$ cat config.mk
export PLATFORM = sky130hd
export DESIGN_NAME = bmp_pixel_stream_decoder_top_flat
export DESIGN_NICKNAME = d
export VERILOG_FILES = /design/src/rtl/bpsd_pkg.sv /design/src/rtl/bpsd_in_if.sv /design/src/rtl/bpsd_out_if.sv /design/src/rtl/bpsd_fifo.sv /design/src/rtl/bpsd_front.sv /design/src/rtl/bpsd_back.sv /design/src/rtl/bmp_pixel_stream_decoder_top.sv /design/src/flat_wrapper.sv
export SDC_FILE = /design/constraint.sdc
export NUM_CORES = 1
export LEC_CHECK = 0
export BUFFER_PORTS_ARGS = -buffer_cell sky130_fd_sc_hd__clkbuf_2
export CAP_MARGIN = 20
export CORE_MARGIN = 4
export CORE_UTILIZATION = 63
export DETAILED_ROUTE_END_ITERATION = 6
export GPL_TIMING_DRIVEN = 0
export PLACE_DENSITY = 0.92
export SYNTH_ARGS = -nofsm -noshare
export SYNTH_HDL_FRONTEND = slang
export SYNTH_HIERARCHICAL = 1
export SYNTH_SLANG_ARGS = --single-unit
$ cat constraint.sdc
create_clock -name clk_i -period 10.6 [get_ports clk_i]
set_input_delay 0.53 -clock clk_i [delete_from_list [all_inputs] [get_ports clk_i]]
set_output_delay 0.53 -clock clk_i [all_outputs]
set_load 0.03 [all_outputs]
$ cat src/rtl/bpsd_pkg.sv
// ----------------------------------------------------------------------------
// bpsd_pkg
// Shared types and constants of the BMP pixel stream decoder.
// ----------------------------------------------------------------------------
`default_nettype none

package bpsd_pkg;

  localparam int MAX_WIDTH  = 4096;
  localparam int MAX_HEIGHT = 4096;
  localparam int MAX_DIM    = (MAX_WIDTH > MAX_HEIGHT) ? MAX_WIDTH : MAX_HEIGHT;
  localparam int CNT_W      = ($clog2(MAX_DIM + 1) > 12) ? $clog2(MAX_DIM + 1) : 12;

  localparam logic [31:0] HDR_BYTES = 32'd54;
  localparam logic [15:0] BMP_SIG   = 16'h4D42;
  localparam logic [15:0] DEPTH_24  = 16'd24;
  localparam logic [15:0] DEPTH_32  = 16'd32;
  localparam logic [31:0] COMP_RGB  = 32'd0;
  localparam logic [31:0] COMP_BITF = 32'd3;
  localparam logic [7:0]  ALPHA_OPQ = 8'd255;

  localparam int QDEPTH = 2;
  localparam int PTR_W  = (QDEPTH > 1) ? $clog2(QDEPTH) : 1;
  localparam int QCNT_W = $clog2(QDEPTH + 1);

  typedef enum logic [1:0] {
    KIND_PIXEL   = 2'd0,
    KIND_HDR_OK  = 2'd1,
    KIND_HDR_ERR = 2'd2
  } kind_e;

  typedef enum logic [2:0] {
    ST_OK     = 3'd0,
    ST_SIG    = 3'd1,
    ST_COMP   = 3'd2,
    ST_DEPTH  = 3'd3,
    ST_SIZE   = 3'd4,
    ST_OFFSET = 3'd5
  } status_e;

  typedef struct packed {
    kind_e       kind;
    logic [11:0] col;
    logic [11:0] row;
    logic [7:0]  red;
    logic [7:0]  green;
    logic [7:0]  blue;
    logic [7:0]  alpha;
    logic [12:0] img_width;
    logic [12:0] img_height;
    status_e     status;
    logic        last;
    logic        bottom_up;
  } entry_t;

endpackage

`default_nettype wire

$ cat src/rtl/bpsd_in_if.sv
// ----------------------------------------------------------------------------
// bpsd_in_if
// Byte request channel into the decoder.
// ----------------------------------------------------------------------------
`default_nettype none

interface bpsd_in_if;
  logic       valid;
  logic       ready;
  logic [7:0] data_byte;
  logic       frame_start;

  modport source (output valid, output data_byte, output frame_start, input ready);
  modport sink   (input valid, input data_byte, input frame_start, output ready);
endinterface

`default_nettype wire

$ cat src/rtl/bpsd_out_if.sv
// ----------------------------------------------------------------------------
// bpsd_out_if
// Result request channel out of the decoder.
// ----------------------------------------------------------------------------
`default_nettype none

interface bpsd_out_if;
  logic        valid;
  logic        ready;
  logic [1:0]  kind;
  logic [11:0] col;
  logic [11:0] row;
  logic [7:0]  red;
  logic [7:0]  green;
  logic [7:0]  blue;
  logic [7:0]  alpha;
  logic [12:0] img_width;
  logic [12:0] img_height;
  logic [2:0]  status;
  logic        last;

  modport source (output valid, output kind, output col, output row, output red,
                  output green, output blue, output alpha, output img_width,
                  output img_height, output status, output last, input ready);
  modport sink   (input valid, input kind, input col, input row, input red,
                  input green, input blue, input alpha, input img_width,
                  input img_height, input status, input last, output ready);
endinterface

`default_nettype wire

$ cat src/rtl/bpsd_fifo.sv
// ----------------------------------------------------------------------------
// bpsd_fifo
// Short request queue between the parser front and the output back.
// ----------------------------------------------------------------------------
`default_nettype none

module bpsd_fifo (
  input  wire logic             clk_i,
  input  wire logic             rst_ni,
  input  wire logic             push_valid_i,
  input  wire bpsd_pkg::entry_t push_data_i,
  output logic                  push_ready_o,
  output logic                  pop_valid_o,
  output bpsd_pkg::entry_t      pop_data_o,
  input  wire logic             pop_ready_i
);

  bpsd_pkg::entry_t                   mem_q [bpsd_pkg::QDEPTH];
  logic [bpsd_pkg::PTR_W-1:0]         wr_ptr_q, wr_ptr_d;
  logic [bpsd_pkg::PTR_W-1:0]         rd_ptr_q, rd_ptr_d;
  logic [bpsd_pkg::QCNT_W-1:0]        cnt_q, cnt_d;
  logic                               do_push, do_pop;

  assign push_ready_o = (cnt_q != bpsd_pkg::QCNT_W'(bpsd_pkg::QDEPTH));
  assign pop_valid_o  = (cnt_q != '0);
  assign pop_data_o   = mem_q[rd_ptr_q];
  assign do_push      = push_valid_i && push_ready_o;
  assign do_pop       = pop_valid_o && pop_ready_i;

  always_comb begin
    wr_ptr_d = wr_ptr_q;
    rd_ptr_d = rd_ptr_q;
    cnt_d    = cnt_q;
    if (do_push) begin
      wr_ptr_d = (wr_ptr_q == bpsd_pkg::PTR_W'(bpsd_pkg::QDEPTH - 1)) ? '0
                 : wr_ptr_q + 1'b1;
    end
    if (do_pop) begin
      rd_ptr_d = (rd_ptr_q == bpsd_pkg::PTR_W'(bpsd_pkg::QDEPTH - 1)) ? '0
                 : rd_ptr_q + 1'b1;
    end
    if (do_push && !do_pop) begin
      cnt_d = cnt_q + 1'b1;
    end else if (!do_push && do_pop) begin
      cnt_d = cnt_q - 1'b1;
    end
  end

  always_ff @(posedge clk_i or negedge rst_ni) begin
    if (!rst_ni) begin
      wr_ptr_q <= '0;
      rd_ptr_q <= '0;
      cnt_q    <= '0;
    end else begin
      wr_ptr_q <= wr_ptr_d;
      rd_ptr_q <= rd_ptr_d;
      cnt_q    <= cnt_d;
    end
  end

  always_ff @(posedge clk_i) begin
    if (do_push) begin
      mem_q[wr_ptr_q] <= push_data_i;
    end
  end

`ifndef SYNTHESIS
  a_cnt_bound: assert property (@(posedge clk_i) disable iff (!rst_ni)
    cnt_q <= bpsd_pkg::QCNT_W'(bpsd_pkg::QDEPTH))
    else $error("queue count above depth");
`endif

endmodule

`default_nettype wire

$ cat src/rtl/bpsd_front.sv
// ----------------------------------------------------------------------------
// bpsd_front
// Byte parser: header capture and checks, offset skip, pad drop, pixel build.
// ----------------------------------------------------------------------------
`default_nettype none

module bpsd_front (
  input  wire logic        clk_i,
  input  wire logic        rst_ni,
  bpsd_in_if.sink          in_i,
  output logic             push_valid_o,
  output bpsd_pkg::entry_t push_data_o,
  input  wire logic        push_ready_i
);

  typedef enum logic [1:0] {
    PH_HEADER,
    PH_SKIP,
    PH_PIXELS,
    PH_IDLE
  } phase_e;

  localparam int CW = bpsd_pkg::CNT_W;

  phase_e            phase_q, phase_d;
  logic [31:0]       pos_q, pos_d;
  logic [15:0]       sig_q, sig_d;
  logic [31:0]       offs_q, offs_d;
  logic [31:0]       width_q, width_d;
  logic [31:0]       height_q, height_d;
  logic [15:0]       depth_q, depth_d;
  logic [31:0]       comp_q, comp_d;
  logic              bu_q, bu_d;
  logic [CW-1:0]     col_q, col_d;
  logic [CW-1:0]     row_q, row_d;
  logic [1:0]        bip_q, bip_d;
  logic [1:0]        pad_q, pad_d;
  logic [7:0]        blue_q, blue_d;
  logic [7:0]        green_q, green_d;
  logic [7:0]        red_q, red_d;

  logic              accept;
  logic [7:0]        b;
  logic [1:0]        lane;
  logic              neg;
  logic [31:0]       absh;
  bpsd_pkg::status_e st;
  logic              do_pix;
  logic [7:0]        alpha_v;
  logic              is24;
  logic [CW-1:0]     col_n;
  logic [CW-1:0]     row_n;
  bpsd_pkg::entry_t  ent;
  logic              push;

  assign in_i.ready   = push_ready_i;
  assign accept       = in_i.valid && push_ready_i;
  assign b            = in_i.data_byte;
  assign push_valid_o = push;
  assign push_data_o  = ent;

  always_comb begin
    phase_d  = phase_q;
    pos_d    = pos_q;
    sig_d    = sig_q;
    offs_d   = offs_q;
    width_d  = width_q;
    height_d = height_q;
    depth_d  = depth_q;
    comp_d   = comp_q;
    bu_d     = bu_q;
    col_d    = col_q;
    row_d    = row_q;
    bip_d    = bip_q;
    pad_d    = pad_q;
    blue_d   = blue_q;
    green_d  = green_q;
    red_d    = red_q;
    ent      = '0;
    push     = 1'b0;
    do_pix   = 1'b0;
    alpha_v  = bpsd_pkg::ALPHA_OPQ;
    neg      = 1'b0;
    absh     = '0;
    st       = bpsd_pkg::ST_OK;
    lane     = '0;
    is24     = 1'b0;
    col_n    = '0;
    row_n    = '0;
    if (accept) begin
      if (in_i.frame_start) begin
        phase_d  = PH_HEADER;
        pos_d    = '0;
        sig_d    = '0;
        offs_d   = '0;
        width_d  = '0;
        height_d = '0;
        depth_d  = '0;
        comp_d   = '0;
        bu_d     = 1'b1;
        col_d    = '0;
        row_d    = '0;
        bip_d    = '0;
        pad_d    = '0;
        blue_d   = '0;
        green_d  = '0;
        red_d    = '0;
      end
      is24 = (depth_d == bpsd_pkg::DEPTH_24);
      unique case (phase_d)
        PH_HEADER: begin
          lane = pos_d[1:0] - 2'd2;
          if (pos_d < 32'd2) begin
            sig_d[{pos_d[0], 3'b000} +: 8] = b;
          end else if (pos_d >= 32'd10 && pos_d < 32'd14) begin
            offs_d[{lane, 3'b000} +: 8] = b;
          end else if (pos_d >= 32'd18 && pos_d < 32'd22) begin
            width_d[{lane, 3'b000} +: 8] = b;
          end else if (pos_d >= 32'd22 && pos_d < 32'd26) begin
            height_d[{lane, 3'b000} +: 8] = b;
          end else if (pos_d >= 32'd28 && pos_d < 32'd30) begin
            depth_d[{pos_d[0], 3'b000} +: 8] = b;
          end else if (pos_d >= 32'd30 && pos_d < 32'd34) begin
            comp_d[{lane, 3'b000} +: 8] = b;
          end
          pos_d = pos_d + 32'd1;
          if (pos_d == bpsd_pkg::HDR_BYTES) begin
            neg  = height_d[31];
            absh = neg ? (~height_d + 32'd1) : height_d;
            bu_d = !neg;
            priority if (sig_d != bpsd_pkg::BMP_SIG) begin
              st = bpsd_pkg::ST_SIG;
            end else if (comp_d != bpsd_pkg::COMP_RGB && comp_d != bpsd_pkg::COMP_BITF) begin
              st = bpsd_pkg::ST_COMP;
            end else if (depth_d != bpsd_pkg::DEPTH_24 && depth_d != bpsd_pkg::DEPTH_32) begin
              st = bpsd_pkg::ST_DEPTH;
            end else if (width_d[31] || width_d > 32'(bpsd_pkg::MAX_WIDTH) ||
                         absh > 32'(bpsd_pkg::MAX_HEIGHT)) begin
              st = bpsd_pkg::ST_SIZE;
            end else if (offs_d < bpsd_pkg::HDR_BYTES) begin
              st = bpsd_pkg::ST_OFFSET;
            end else begin
              st = bpsd_pkg::ST_OK;
            end
            push       = 1'b1;
            ent.status = st;
            if (st != bpsd_pkg::ST_OK) begin
              ent.kind = bpsd_pkg::KIND_HDR_ERR;
              ent.last = 1'b1;
              phase_d  = PH_IDLE;
            end else begin
              height_d       = absh;
              ent.kind       = bpsd_pkg::KIND_HDR_OK;
              ent.img_width  = width_d[12:0];
              ent.img_height = absh[12:0];
              ent.bottom_up  = !neg;
              if (width_d == '0 || absh == '0) begin
                ent.last = 1'b1;
                phase_d  = PH_IDLE;
              end else if (offs_d == bpsd_pkg::HDR_BYTES) begin
                phase_d = PH_PIXELS;
              end else begin
                phase_d = PH_SKIP;
              end
            end
          end
        end
        PH_SKIP: begin
          pos_d = pos_d + 32'd1;
          if (pos_d == offs_d) begin
            phase_d = PH_PIXELS;
          end
        end
        PH_PIXELS: begin
          if (pad_d != 2'd0) begin
            pad_d = pad_d - 2'd1;
          end else begin
            unique case (bip_d)
              2'd0: begin
                blue_d = b;
                bip_d  = 2'd1;
              end
              2'd1: begin
                green_d = b;
                bip_d   = 2'd2;
              end
              2'd2: begin
                red_d = b;
                if (is24) begin
                  bip_d  = 2'd0;
                  do_pix = 1'b1;
                end else begin
                  bip_d = 2'd3;
                end
              end
              default: begin
                bip_d   = 2'd0;
                alpha_v = b;
                do_pix  = 1'b1;
              end
            endcase
          end
          if (do_pix) begin
            push      = 1'b1;
            ent.kind  = bpsd_pkg::KIND_PIXEL;
            ent.col   = col_d[11:0];
            ent.row   = row_d[11:0];
            ent.red   = red_d;
            ent.green = green_d;
            ent.blue  = blue_d;
            ent.alpha = alpha_v;
            col_n     = col_d + 1'b1;
            col_d     = col_n;
            if (col_n == width_d[CW-1:0]) begin
              col_d = '0;
              row_n = row_d + 1'b1;
              row_d = row_n;
              if (is24) begin
                pad_d = width_d[1:0];
              end
              if (row_n == height_d[CW-1:0]) begin
                ent.last = 1'b1;
                phase_d  = PH_IDLE;
              end
            end
          end
        end
        default: begin
        end
      endcase
    end
  end

  always_ff @(posedge clk_i or negedge rst_ni) begin
    if (!rst_ni) begin
      phase_q  <= PH_HEADER;
      pos_q    <= '0;
      sig_q    <= '0;
      offs_q   <= '0;
      width_q  <= '0;
      height_q <= '0;
      depth_q  <= '0;
      comp_q   <= '0;
      bu_q     <= 1'b1;
      col_q    <= '0;
      row_q    <= '0;
      bip_q    <= '0;
      pad_q    <= '0;
      blue_q   <= '0;
      green_q  <= '0;
      red_q    <= '0;
    end else begin
      phase_q  <= phase_d;
      pos_q    <= pos_d;
      sig_q    <= sig_d;
      offs_q   <= offs_d;
      width_q  <= width_d;
      height_q <= height_d;
      depth_q  <= depth_d;
      comp_q   <= comp_d;
      bu_q     <= bu_d;
      col_q    <= col_d;
      row_q    <= row_d;
      bip_q    <= bip_d;
      pad_q    <= pad_d;
      blue_q   <= blue_d;
      green_q  <= green_d;
      red_q    <= red_d;
    end
  end

`ifndef SYNTHESIS
  a_push_on_accept: assert property (@(posedge clk_i) disable iff (!rst_ni)
    push_valid_o |-> (in_i.valid && in_i.ready))
    else $error("queue push without byte accept");
  a_pad_24_only: assert property (@(posedge clk_i) disable iff (!rst_ni)
    (phase_q == PH_PIXELS && pad_q != 2'd0) |-> (depth_q == bpsd_pkg::DEPTH_24))
    else $error("row pad pending outside 24-bit data");
`endif

endmodule

`default_nettype wire

$ cat src/rtl/bpsd_back.sv
// ----------------------------------------------------------------------------
// bpsd_back
// Result stage: row flip and registered output toward the sink.
// ----------------------------------------------------------------------------
`default_nettype none

module bpsd_back (
  input  wire logic             clk_i,
  input  wire logic             rst_ni,
  input  wire logic             pop_valid_i,
  input  wire bpsd_pkg::entry_t pop_data_i,
  output logic                  pop_ready_o,
  bpsd_out_if.source            out_o
);

  logic             ov_q, ov_d;
  bpsd_pkg::entry_t res_q, res_d;
  logic             bu_q, bu_d;
  logic [11:0]      hgt_q, hgt_d;
  logic             do_pop;

  assign pop_ready_o = !ov_q || out_o.ready;
  assign do_pop      = pop_valid_i && pop_ready_o;

  always_comb begin
    ov_d  = ov_q;
    res_d = res_q;
    bu_d  = bu_q;
    hgt_d = hgt_q;
    if (do_pop) begin
      ov_d  = 1'b1;
      res_d = pop_data_i;
      if (pop_data_i.kind == bpsd_pkg::KIND_HDR_OK) begin
        bu_d  = pop_data_i.bottom_up;
        hgt_d = pop_data_i.img_height[11:0];
      end
      if (pop_data_i.kind == bpsd_pkg::KIND_PIXEL && bu_q) begin
        res_d.row = hgt_q - 12'd1 - pop_data_i.row;
      end
    end else if (out_o.ready) begin
      ov_d = 1'b0;
    end
  end

  always_ff @(posedge clk_i or negedge rst_ni) begin
    if (!rst_ni) begin
      ov_q  <= 1'b0;
      bu_q  <= 1'b1;
      hgt_q <= '0;
    end else begin
      ov_q  <= ov_d;
      bu_q  <= bu_d;
      hgt_q <= hgt_d;
    end
  end

  always_ff @(posedge clk_i) begin
    res_q <= res_d;
  end

  assign out_o.valid      = ov_q;
  assign out_o.kind       = res_q.kind;
  assign out_o.col        = res_q.col;
  assign out_o.row        = res_q.row;
  assign out_o.red        = res_q.red;
  assign out_o.green      = res_q.green;
  assign out_o.blue       = res_q.blue;
  assign out_o.alpha      = res_q.alpha;
  assign out_o.img_width  = res_q.img_width;
  assign out_o.img_height = res_q.img_height;
  assign out_o.status     = res_q.status;
  assign out_o.last       = res_q.last;

`ifndef SYNTHESIS
  a_pixel_status: assert property (@(posedge clk_i) disable iff (!rst_ni)
    (ov_q && res_q.kind == bpsd_pkg::KIND_PIXEL) |-> (res_q.status == bpsd_pkg::ST_OK))
    else $error("pixel result with nonzero status");
`endif

endmodule

`default_nettype wire

$ cat src/rtl/bmp_pixel_stream_decoder_top.sv
// ----------------------------------------------------------------------------
// bmp_pixel_stream_decoder_top
// Streaming decoder for 24/32-bit BMP files, one file byte per request.
//
// in_i  : one byte per request; frame_start restarts parsing at that byte.
// out_o : one header result after the 54-byte header (size or error status), then one
//         RGBA pixel per 3 or 4 data bytes with top-down row and column;
//         last marks the final result of a file. Row pad and bytes before
//         the data offset produce nothing; bytes after last are ignored.
// Throughput: one byte per cycle, set by the byte parser, while the queue has room.
// Path: a result is registered in the queue, then in the output register
//         (parser -> two-entry queue -> output register) before it is on out_o.
// Stall: out_o holds its result while ready is low; the queue absorbs two
//         more results, then in_i.ready drops until the sink drains.
// Reset: parser waits for byte 0 of a new file, queue empty, no output.
// ----------------------------------------------------------------------------
`default_nettype none

module bmp_pixel_stream_decoder_top (
  input  wire logic  clk_i,
  input  wire logic  rst_ni,
  bpsd_in_if.sink    in_i,
  bpsd_out_if.source out_o
);

  logic             push_valid, push_ready;
  bpsd_pkg::entry_t push_data;
  logic             pop_valid, pop_ready;
  bpsd_pkg::entry_t pop_data;

  bpsd_front u_front (
    .clk_i        (clk_i),
    .rst_ni       (rst_ni),
    .in_i         (in_i),
    .push_valid_o (push_valid),
    .push_data_o  (push_data),
    .push_ready_i (push_ready)
  );

  bpsd_fifo u_fifo (
    .clk_i        (clk_i),
    .rst_ni       (rst_ni),
    .push_valid_i (push_valid),
    .push_data_i  (push_data),
    .push_ready_o (push_ready),
    .pop_valid_o  (pop_valid),
    .pop_data_o   (pop_data),
    .pop_ready_i  (pop_ready)
  );

  bpsd_back u_back (
    .clk_i       (clk_i),
    .rst_ni      (rst_ni),
    .pop_valid_i (pop_valid),
    .pop_data_i  (pop_data),
    .pop_ready_o (pop_ready),
    .out_o       (out_o)
  );

endmodule

`default_nettype wire
$ cat src/flat_wrapper.sv
// flat-port wrapper written by rule: the top's interface ports become plain ports
module bmp_pixel_stream_decoder_top_flat 
  (clk_i, rst_ni, in_i_valid, in_i_data_byte, in_i_frame_start, in_i_ready, out_o_valid, out_o_kind, out_o_col, out_o_row, out_o_red, out_o_green, out_o_blue, out_o_alpha, out_o_img_width, out_o_img_height, out_o_status, out_o_last, out_o_ready);
  bpsd_in_if in_i_i ();
  bpsd_out_if out_o_i ();
  input  wire logic clk_i;
  input  wire logic rst_ni;
  input wire logic [$bits(in_i_i.valid)-1:0] in_i_valid;
  input wire logic [$bits(in_i_i.data_byte)-1:0] in_i_data_byte;
  input wire logic [$bits(in_i_i.frame_start)-1:0] in_i_frame_start;
  output wire logic [$bits(in_i_i.ready)-1:0] in_i_ready;
  output wire logic [$bits(out_o_i.valid)-1:0] out_o_valid;
  output wire logic [$bits(out_o_i.kind)-1:0] out_o_kind;
  output wire logic [$bits(out_o_i.col)-1:0] out_o_col;
  output wire logic [$bits(out_o_i.row)-1:0] out_o_row;
  output wire logic [$bits(out_o_i.red)-1:0] out_o_red;
  output wire logic [$bits(out_o_i.green)-1:0] out_o_green;
  output wire logic [$bits(out_o_i.blue)-1:0] out_o_blue;
  output wire logic [$bits(out_o_i.alpha)-1:0] out_o_alpha;
  output wire logic [$bits(out_o_i.img_width)-1:0] out_o_img_width;
  output wire logic [$bits(out_o_i.img_height)-1:0] out_o_img_height;
  output wire logic [$bits(out_o_i.status)-1:0] out_o_status;
  output wire logic [$bits(out_o_i.last)-1:0] out_o_last;
  input wire logic [$bits(out_o_i.ready)-1:0] out_o_ready;
  assign in_i_i.valid = in_i_valid;
  assign in_i_i.data_byte = in_i_data_byte;
  assign in_i_i.frame_start = in_i_frame_start;
  assign in_i_ready = in_i_i.ready;
  assign out_o_valid = out_o_i.valid;
  assign out_o_kind = out_o_i.kind;
  assign out_o_col = out_o_i.col;
  assign out_o_row = out_o_i.row;
  assign out_o_red = out_o_i.red;
  assign out_o_green = out_o_i.green;
  assign out_o_blue = out_o_i.blue;
  assign out_o_alpha = out_o_i.alpha;
  assign out_o_img_width = out_o_i.img_width;
  assign out_o_img_height = out_o_i.img_height;
  assign out_o_status = out_o_i.status;
  assign out_o_last = out_o_i.last;
  assign out_o_i.ready = out_o_ready;
  bmp_pixel_stream_decoder_top u_core (.clk_i(clk_i), .rst_ni(rst_ni), .in_i(in_i_i), .out_o(out_o_i));
endmodule
# Yosys cells after proc, flatten, opt, wreduce, memory -nomap -nowiden
# Memory sizes are Yosys's and may differ from the RTL's.
# Index checks and enable logic that the tools add are counted.
# Widths: inputs -> output; s select.
op_classes:
  n_eq_ne: 16
  order_cmp: 14
  n_addsub: 14
  reduce_logical: 36
  mux: 154
  shifts: 4
  bitwise_logic: 1
ops:
  columns: ["operator", "n"]
  rows:
  - ["$mux 32", 41]
  - ["$mux 16", 16]
  - ["$mux 13", 10]
  - ["$bwmux 32", 4]
  - ["$ge 32x5->1 const B", 4]
  - ["$mux 56", 2]
  - ["$mux 8", 14]
  - ["$lt 32x5->1 const B", 3]
  - ["$mux 89", 1]
  - ["$add 32x1->32 const B", 2]
  - ["$eq 32x6->1 const B", 2]
  - ["$gt 32x13->1 const B", 2]
  - ["$logic_not 32->1", 2]
  - ["$lt 32x6->1 const B", 2]
  - ["$mux 2", 26]
  - ["$bwmux 16", 2]
  - ["$eq 32x32->1", 1]
  - ["$ge 32x4->1 const B", 1]
  - ["$lt 32x2->1 const B", 1]
  - ["$lt 32x4->1 const B", 1]
  - ["$ne 32x2->1 const B", 1]
  - ["$not 32->32", 1]
  - ["$reduce_bool 32->1", 1]
  - ["$shift 8x7->32 const A", 1]
  - ["other kinds (38)", 98]
word_totals:
  mem_bits_rw: 178
  in_bits: 13
  output_inout_bits: 90
  n_memories: 1
  register_bits: 354
memory_table:
  columns: ["name", "words", "width", "rd", "rd_ports_with_merged_regs", "write_ports", "line_no", "source"]
  rows:
  - ["u_core.u_fifo.mem_q", 2, 89, 1, 0, 1, "bpsd_fifo.sv:18", "bpsd_pkg::entry_t mem_q [bpsd_pkg::QDEPTH];"]

# Depth between registers and ports, before layout
# Gate-level depths: netlist (run 1).
depth:
  word_depth: 30
  depth_mapped: 26
  ltp_nobuf: 20

# Modules after synthesis
# Netlist (run 1), hierarchy kept.
by_module_without_submodules:
  columns: ["module", "cells_each", "n_inst", "area_each_um2"]
  rows:
  - ["bpsd_front", 2245, 1, 17384.2]
  - ["bpsd_fifo", 295, 1, 7066.8]
  - ["bpsd_back", 238, 1, 3926.3]

# Least setup slack after synthesis (run 1)
# Ideal clock, no wire load.
synth_timing:
  kind: "input to register"
  startpoint: "in in_i_frame_start"
  endpoint: "mem u_core/u_fifo/mem_q[0][0] in the netlist's numbering, enable pin"
  t_arrival_ns: 7.950
  path_slack_ns: 2.113
  path_stages: 19
  path_cell_list: "clkbuf_1 clkbuf_1 clkbuf_1 nor2b_1 ha_1 and3_1 buf_1 nand4_1 clkbuf_1 or3_1 a21oi_1 a2111oi_0 nand4b_1 or3_1 nor4_1 nand2_1 nand2_1 nand2_1 nor2_1"
synth_via:
  elab_chain_len: 14
  word_cells_on_any_way: 32
synth_rtl:
  columns: ["element", "line_no", "source"]
  rows:
  - ["from (decl)", "flat_wrapper.sv:10", "input wire logic [$bits(in_i_i.frame_start)-1:0] in_i_frame_start;"]
  - ["branches (longest 9 deep; another with $add 32x1->32)", null, null]
  - ["$pmux 1 s2 (*)", "bpsd_front.sv:110", "unique case (phase_d)"]
  - ["$mux 1 (*)", "bpsd_front.sv:90", "if (accept) begin"]
  - ["net u_core.push_valid", "bmp_pixel_stream_decoder_top.sv:26", "logic push_valid, push_ready;"]
  - ["$logic_and 1x1->1 (*)", "bpsd_fifo.sv:27", "assign do_push = push_valid_i && push_ready_o;"]
  - ["$mux 1 (*)", "bpsd_fifo.sv:62", "if (do_push) begin"]
  - ["$mux 1 (implied by the code) (*)", "bpsd_fifo.sv:63", "mem_q[wr_ptr_q] <= push_data_i;"]
  - ["to (decl)", "bpsd_fifo.sv:18", null]
# Mark *: on every way through the listed nets, which the timed path passes. The select of a mux whose other input is x is not followed.

# Worst setup path after layout (run 1)
layout_timing:
  startpoint: "in in_i_frame_start"
  endpoint: "reg u_core.u_front.row_q[2]"
layout_via:
  elab_chain_len: 10
  word_cells_on_any_way: 32
layout_rtl:
  columns: ["element", "line_no", "source"]
  rows:
  - ["branches (longest 9 deep; another with $add 13x1->13)", null, null]
  - ["$mux 13 (*)", "bpsd_front.sv:110", null]
  - ["to (signal assigned)", "bpsd_front.sv:263", "row_q <= row_d;"]
  - ["to (decl)", "bpsd_front.sv:35", "logic [CW-1:0] row_q, row_d;"]
# Every way passes the cells marked *. The select of a mux whose other input is x is not followed.
# A chain may end at the register's enable or synchronous reset.

==> summary by stage, run 1 <==
Status
The flow ran to the end, but the final reports show violations. The final reports fail on design-rule violations.

Logic synthesis
The Yosys step of the flow raised 6 warnings. The count of mapped cells out of synthesis is 2778. The count of flip-flops with a built-in enable after synthesis is 266. Counting every net in the synthesized netlist gives 2812.

The most used flip-flop cell after synthesis is edfxtp_1. Of all cell types, the one taking the most synthesized area is edfxtp_1. The distinct cell type count of the synthesized netlist is 100.

The number of flip-flops and latches in the synthesized netlist is 532. Averaged over all synthesized cells, the footprint is 10.2 sq um. The part of the Yosys area used for sequential elements is 51.6%. The proportion of synthesized flip-flops having asynchronous set or reset is 50.0%. After synthesis, the cell types taking the most area are edfxtp_1 (28%), dfrtp_1 (23%), nand2_1 (5.8%). The share of Yosys cell area claimed by the top area cell type is 28.1%. The synthesized cell area is 0.0284 sq mm.

STA
The final critical path time including I/O delays and setup is 10.44 ns. For the final database, setup skew stands at 0.0308 ns. The worst slew margin relative to its limit is 16.3%.

Setup repair after global routing left no endpoint under its margin. The ratio of final minimum period to clock period is 98.5%. The final worst-path setup slack is 0.160 ns. The max-slew violation count is 0. Summed over all failing endpoints, the final setup total negative slack is 0 ns. Setup violations remaining at the end of the flow were counted as 0. At the pin with the least slew margin, the transition time is 1.26 ns. The achievable clock frequency is 0.0958 GHz. The final-report hold violation count is 0.

Route
Dividing the detail-routed wire length by the instance count gives 30.1 um. For this block, wires on met1 add up to 36600 um. The count of nets left with antenna violations once routing finished came out at 0. The vias after detailed routing is 25666. The detailed router's first-iteration violation count is 5066.

The total wire length after detailed routing is 108000 um. The ratio of routed vias to standard cells is 7.17. The met2 layer wire length in the routed design is 47000 um. The routed length on met3 is 13900 um.

The remaining routing DRC violations is 40. For this run, the detailed router's first-pass iteration total came to 7. The highest metal layer used by the detailed router is met4.

Clocking
The clock latency on the worst-skew pair is 0.64 ns. In this run the number of H-tree levels came out at 2. The clock tree buffer depth is 3.

For this design, the sink count on the clock tree is 532. After clock tree synthesis, the clock-pin slew on the worst setup and hold paths is 0.06 ns. The clock tree from TritonCTS is yes. CTS placed an instance of clkbuf_16 at the clock tree root. The number of setup buffers added after CTS is 0. Counting the buffers created by CTS gives 53.

Floorplanning
In this run the standard cell core region covers 0.0444 sq mm. The initial core utilization is 63.9%. The die outline area is 0.0485 sq mm. The initialized floorplan defines 77 standard-cell rows. The die boundary width is 220 um. The boundary pin count is 103. From bottom edge to top edge, the die measures 220 um.

GRT
The first global-routing pass estimated 157000 um of wire. The overall track demand over capacity in global routing is 43.7%. The number of antenna violations at the first check in global routing is 2. Entering global routing, the biggest net connects 112 pins. Summed over all layers, the global routing overflow is 0. The via count of the first global-routing pass was 24531.

Placed design
Routability-driven placement finished with a final weighted congestion of 1.07. OpenSTA, run right after detailed placement, puts the worst setup slack at -0.530 ns. The placed instances occupy a cell area of 0.0298 sq mm.

The total of buffers placed on input and output ports is 98. Once detailed placement completed, the half-perimeter wirelength came to 74900 um.

Setup path
The kind of cell with the highest combined delay along the critical path is buffers and inverters. The critical path's most frequent cell is clkbuf_1. The arrival time at the worst endpoint is 10.97 ns. The cell at the slowest stage of the critical path is buf_1. The critical path data required time is 11.13 ns. STA classifies the critical path endpoint as a flip-flop. STA classifies the critical path startpoint as an input port. The critical path in this run is classified as in2reg. Along the worst path, the maximum fanout reaches 19.

The maximum cell stage delay along the critical path is 0.80 ns. The number of buffer and inverter instances along the worst setup path is 12.

Power
Per report_power, the sequential group accounts for 38.7% of the total. The part of the power in the clock network is 30.0%. The switching portion of total power is 37.4%. The total power divided by cell area is 212 mW/mm^2. IR analysis of the VDD net gives a maximum drop of 0.214 mV.

Combinational logic burns 31.3% of the power. The internal power is 4.21 mW. For this design the static power due to leakage is 12.4 nW. Summed over all nets, the switching power comes to 2.51 mW.

Cells and area
In the layout the commonest cells are nand2_1 (436), edfxtp_1 (266), dfrtp_1 (265). Summing all flip-flop and latch instances after layout gives 0.0146 sq mm. The cell area after layout is 0.0317 sq mm. The layout has 3015 filler cells. The share of layout cells above drive strength 1 is 13.0%.

The area added between synthesis and finish is 11.6%. In the final design database the tool counted 2975 nets. The library cell used most frequently in the layout, excluding fill and tap cells, is nand2_1.

The multi-input combinational cells in the finished layout cover a total of 0.0128 sq mm. The antenna diode count is 0.

Min path
The type of the tightest min-delay check is in2reg.

Job
Max-cap violations in this run came to 0.
[state kept, by name, summed over array words and instances, names as in the netlist, 13 cells and up]
signal and count:
u_core/u_front/offs_q 32, u_core/u_back/out_o.img_width 13, u_core/u_back/out_o.img_height 13, u_core/u_front/depth_q 16, u_core/u_front/pos_q 32, u_core/u_front/width_q 32, u_core/u_front/row_q 13, u_core/u_front/col_q 13
u_core/u_front/comp_q 32, u_core/u_fifo/mem_q 178, u_core/u_front/height_q 32, u_core/u_front/sig_q 16
[final timing paths]
check                                          startpoint                        end  slack [ns]  cells after the start
worst max-delay path                     in_i_frame_start    u_core/u_front/row_q[2]        0.16                     26
worst max register to register    u_core/u_front/pos_q[0]  u_core/u_fifo/mem_q[0][6]        2.81                     17
min in group asynchronous                          rst_ni   u_core/u_front/pos_q[19]        0.49                      2
worst min register to register  u_core/u_front/comp_q[13]  u_core/u_front/comp_q[13]        0.47                      2
worst min-delay path                          out_o_ready  u_core/u_back/out_o.valid        0.26                      3
max in group asynchronous                          rst_ni    u_core/u_front/red_q[1]        9.04                      3
[power by group through the flow]
stage	Sequential (mW)	Combinational, mW	Clock (mW)
after global placement	2.60	1.91	0
after floorplan	2.83	1.10	0
after CTS	2.59	2.03	2.02
after global routing	2.61	2.17	2.12
after detailed placement	2.61	1.98	0
final	2.60	2.10	2.01
[layer usage]
| metal | GRT usage (%) | up-vias |
|---|---|---|
| met5 | 0 | - |
| met4 | 30.2 | 0 |
| met3 | 11.3 | 657 |
| met2 | 67.0 | 2363 |
| met1 | 54.5 | 12112 |
| li1 | - | 10534 |
[cell type report]
class,instances,share of cell area [%]
sequential,532,46.2
multi-input combinational,2040,40.4
clock buffer,65,4.46
buffer,164,2.56
tap,592,2.34
timing repair buffer,109,2.16
clock inverter,35,1.39
inverter,41,0.486
[kinds of logic (layout without fill, tap and decap cells)]
| logic type | after synthesis | in the layout | share of synthesized area (%) |
|---|---|---|---|
| and+or+nand+nor | 1108 | 1108 | 18.9 |
| AOI/OAI and AO/OA | 651 | 651 | 14.7 |
| DFF | 532 | 532 | 51.6 |
| buffers and inverters | 206 | 414 | 3.41 |
| muxes | 145 | 145 | 6.84 |
| xor gates and xnor gates | 115 | 115 | 3.55 |
| adders and majority gates | 21 | 21 | 0.952 |
[metrics by stage]
step	total power [mW]	instances	utilization, %	hold slack, ns
4_1_cts	6.64	3579	71.3	0.256
5_1_grt	6.90	3578	71.3	0.271
3_5_place_dp	4.59	3478	67.1	0.463
2_1_floorplan	3.93	2778	-	0.234
6_report	6.72	3578	71.3	0.260
3_3_place_gp	4.51	3468	66.7	0.453
[timing repair]
item,4_1_cts,5_1_grt
setup endpoints to repair,0,29
resized for setup,0,3
hold endpoints to repair,68,0
hold buffers,1,0
[synth_stat cells, types with 14 or more instances]
cell type,count
buf_1,22
mux2_4,89
o21ai_1,26
a31oi_1,25
a22o_1,43
xor2_1,50
o31ai_1,37
dfrtp_1,265
inv_1,39
mux2i_1,20
a21o_1,15
nor3_1,71
or3_1,30
or2_2,14
xnor2_1,65
and3_1,29
o21ai_0,203
nand3_1,103
mux2_2,23
nand2_1,436
nor4_1,44
and2_1,33
nand4_1,25
nor2b_1,17
or4_1,19
a21oi_1,133
edfxtp_1,266
clkbuf_1,115
nand2b_1,17
a22oi_1,17
ha_1,20
nor2_1,204
[tightest hold or removal path: cells and delay by family]
| kind | cells | cell delay (ns) |
|---|---|---|
| buf+inv | 1 | 0.07 |
| simple gates | 2 | 0.22 |
(Power assumes the default switching activity.)
==> inputs of run 2 (changes only) <==
CTS_CLUSTER_SIZE = 28   (was unset)
RECOVER_POWER = 50   (was unset)
==> run 2 against run 1 <==
The flow finishes with violations (design-rule violations, max-capacitance violations, max-slew violations). Total power shrank 2.5%. Sequential share of layout area grew 0.91 points. Flip-flop and latch count is the same. Combinational power shrank 9%. Count of clock-buffer cells in the layout is the same. Die area is the same. Via count grew 0.21%. Final cell count is essentially flat. Clock skew grew 0.0041 ns. Highest routed layer unchanged. Routed wire length is essentially flat. Largest power group unchanged. Critical path depth is the same. Sequential power is essentially flat. Critical endpoint unchanged.
==> summary by stage, run 2 (synthesized netlist as in run 1, its figures left out) <==
GRT
The via count of the first global-routing pass is 24531 (unchanged). The total global routing overflow was 0 (unchanged). The first-pass GRT wire length is 157000 um (unchanged).

The number of antenna violations at the first check in global routing is 2 (unchanged). The pin count of the biggest net entering global routing is 112 (unchanged). The overall track demand over capacity in global routing was 43.7% (unchanged).

STA
The ratio of final minimum period to clock period came to 99.1% (was 98.5%). The count of final setup violators is 0 (unchanged). The worst-case clock skew was 0.0349 ns (was 0.0308 ns). Unrepaired setup endpoints after global routing: false (unchanged). The final critical path time including I/O delays and setup came to 10.50 ns (was 10.44 ns). The total negative slack for setup checks is 0 ns (unchanged). The achievable clock frequency is 0.0952 GHz (was 0.0958 GHz).

The worst slew margin relative to its limit is -255% (was 16.3%). The max-slew violation count is 349 (was 0). The final-report hold violation count was 0 (unchanged). The measured slew at the worst slew-check pin is 5.33 ns (was 1.26 ns).

Cells and area
Most frequent cells in the layout: nand2_1 (436), edfxtp_1 (266), dfrtp_1 (265) (unchanged). The most common library cell in the layout ignoring fill and taps is nand2_1 (unchanged). The area added between synthesis and finish is 9.44% (was 11.6%). The core occupancy in the finished layout came to 69.9% (was 71.3%).

The top register by number of flip-flops is u_core/u_fifo/mem_q (unchanged). The number of filler cells placed in the layout is 3214 (was 3015). The count of nets after finishing is 2975 (unchanged).

The share of layout cells above drive strength 1 is 7.10% (was 13.0%). The final instance count without filler cells was 3579 (was 3578). The number of flip-flops in the largest register is 178 (unchanged).

Setup path
The number of buffer and inverter instances along the worst setup path was 12 (unchanged). The critical path data required time is 11.13 ns (about the same). The critical path's most frequent cell is clkbuf_1 (unchanged). The class of the most critical setup path is in2reg (unchanged). The arrival time at the worst endpoint is 11.03 ns (was 10.97 ns). The sort of element at the end of the critical path is a flip-flop (unchanged). The cell at the slowest stage of the critical path was buf_1 (unchanged).

The cell family with the largest share of critical-path delay is buffers and inverters (unchanged). The maximum cell stage delay along the critical path is 0.79 ns (was 0.80 ns). The largest fanout on the critical path came to 19 (unchanged).

The kind of start point of the critical path is an input port (unchanged).

Power
The leakage power of the design came to 11.8 nW (was 12.4 nW). The worst IR drop on VDD is 0.176 mV (was 0.214 mV). The overall power of the completed layout is 6.55 mW (was 6.72 mW). The total power divided by cell area is 211 mW/mm^2 (was 212 mW/mm^2).

Route
The remaining routing DRC violations was 6 (was 40). The remaining antenna violation count is 0 (unchanged). The ratio of routed vias to standard cells is 7.19 (was 7.17). The routed length per placed instance was 30.0 um (was 30.1 um). The vias after detailed routing is 25721 (was 25666). The number of search-and-repair iterations in the first detailed-routing pass came to 7 (unchanged).

The detailed router's first-iteration violation count is 4944 (was 5066). The total wire length after detailed routing is 108000 um (about the same).

Floorplanning
The total number of placement rows was 77 (unchanged). The total core area was 0.0444 sq mm (unchanged). The y dimension of the die is 220 um (unchanged). The initial core utilization is 63.9% (unchanged).

The die boundary width was 220 um (unchanged). The die outline area is 0.0485 sq mm (unchanged). The boundary pin count is 103 (unchanged).

Clocking
The clock tree buffer depth is 3 (unchanged). The clock root buffer was clkbuf_16 (unchanged). The clock transition at the registers of the reported paths is 0.06 ns (about the same). The total CTS buffers is 53 (unchanged). The level count of the clock H-tree is 2 (unchanged).

The clock tree from TritonCTS is yes (unchanged). The clock latency on the worst-skew pair came to 0.64 ns (about the same). The sink count of the clock tree was 532 (unchanged).

Status
Status: complete, but fails checks (unchanged). Violations in the final reports: design-rule violations, max-capacitance violations, max-slew violations (was design-rule violations).

Placed design
The number of instances in the placed design is 3478 (unchanged). The weighted congestion at the end of routability-driven global placement is 1.07 (unchanged). The sum of net half-perimeters after detailed placement is 74900 um (unchanged).

The total of buffers placed on input and output ports came to 98 (unchanged).

Job
The max-capacitance violation count is 4 (was 0).

Min path
The type of the tightest min-delay check is in2reg (unchanged).
==> run 2: changes by cell type in the layout (fill, tap and decap cells not counted), sizes merged <==
| cell | before | now |
|---|---|---|
| diode | 0 | 1 |
| clkdlybuf4s25 | 0 | 1 |
| clkbuf | 279 | 298 |
| buf | 58 | 38 |
==> run 2: report_power, final <==
group	leakage [nW]	internal [mW]	total (mW)	switching (mW)
logic	4.68	0.464	1.92	1.45
clock network	0.886	1.14	2.02	0.883
registers	6.23	2.47	2.61	0.148
==> run 2: through the flow <==
stage	setup slack [ns]	cell area, sq um	hold slack [ns]
6_report	0.0954	31100	0.251
3_5_place_dp	-0.530	29800	0.463
2_1_floorplan	2.11	28400	0.234
3_3_place_gp	-3.23	29600	0.453
5_1_grt	0.0401	31100	0.264
4_1_cts	0.0496	31700	0.256
==> run 2: repair_timing <==
| action | 4_1_cts | 5_1_grt |
|---|---|---|
| endpoints found under the hold margin | 68 | 0 |
| hold buffers | 1 | 0 |
| setup buffers | 0 | 0 |
| endpoints found under the setup margin | 0 | 29 |
| resized for setup | 0 | 3 |
==> run 2: layer usage <==
layer	wire (um)	GRT usage, %	vias up
met5	0	0	-
met4	10200	30.2	0
met3	13300	11.3	691
met2	47100	67.0	2295
met1	36900	54.5	12211
li1	-	-	10524
==> run 2: cell type report <==
class / count / area, sq um / area share (%)
Clock inverter: 35 / 439 / 1.41
Tap cell: 592 / 741 / 2.38
Sequential cell: 532 / 14600 / 47.2
Antenna cell: 1 / 2.50 / 0.00806
Buffer: 164 / 648 / 2.09
Multi-Input combinational cell: 2040 / 12500 / 40.3
Inverter: 41 / 154 / 0.496
Clock buffer: 65 / 1410 / 4.54
Timing Repair Buffer: 109 / 498 / 1.60
==> run 2: tightest hold or removal path, cell delays in order <==
cell	delay, ns
clkbuf_2	0.07
nand2b_1	0.13
nand2b_1	0.08
==> run 2: path summary, 6_finish.rpt <==
| kind | cells after the start | startpoint | slack [ns] | endpoint |
|---|---|---|---|---|
| setup reg to reg | 17 | u_core/u_front/pos_q[0] | 2.78 | u_core/u_fifo/mem_q[0][6] |
| hold / removal | 3 | out_o_ready | 0.25 | u_core/u_back/out_o.valid |
| min in group asynchronous | 2 | rst_ni | 1.88 | u_core/u_front/pos_q[19] |
| setup / recovery | 26 | in_i_frame_start | 0.1 | u_core/u_front/row_q[2] |
| hold reg to reg | 2 | u_core/u_front/comp_q[13] | 0.47 | u_core/u_front/comp_q[13] |
| max in group asynchronous | 3 | rst_ni | 1.71 | u_core/u_front/red_q[2] |
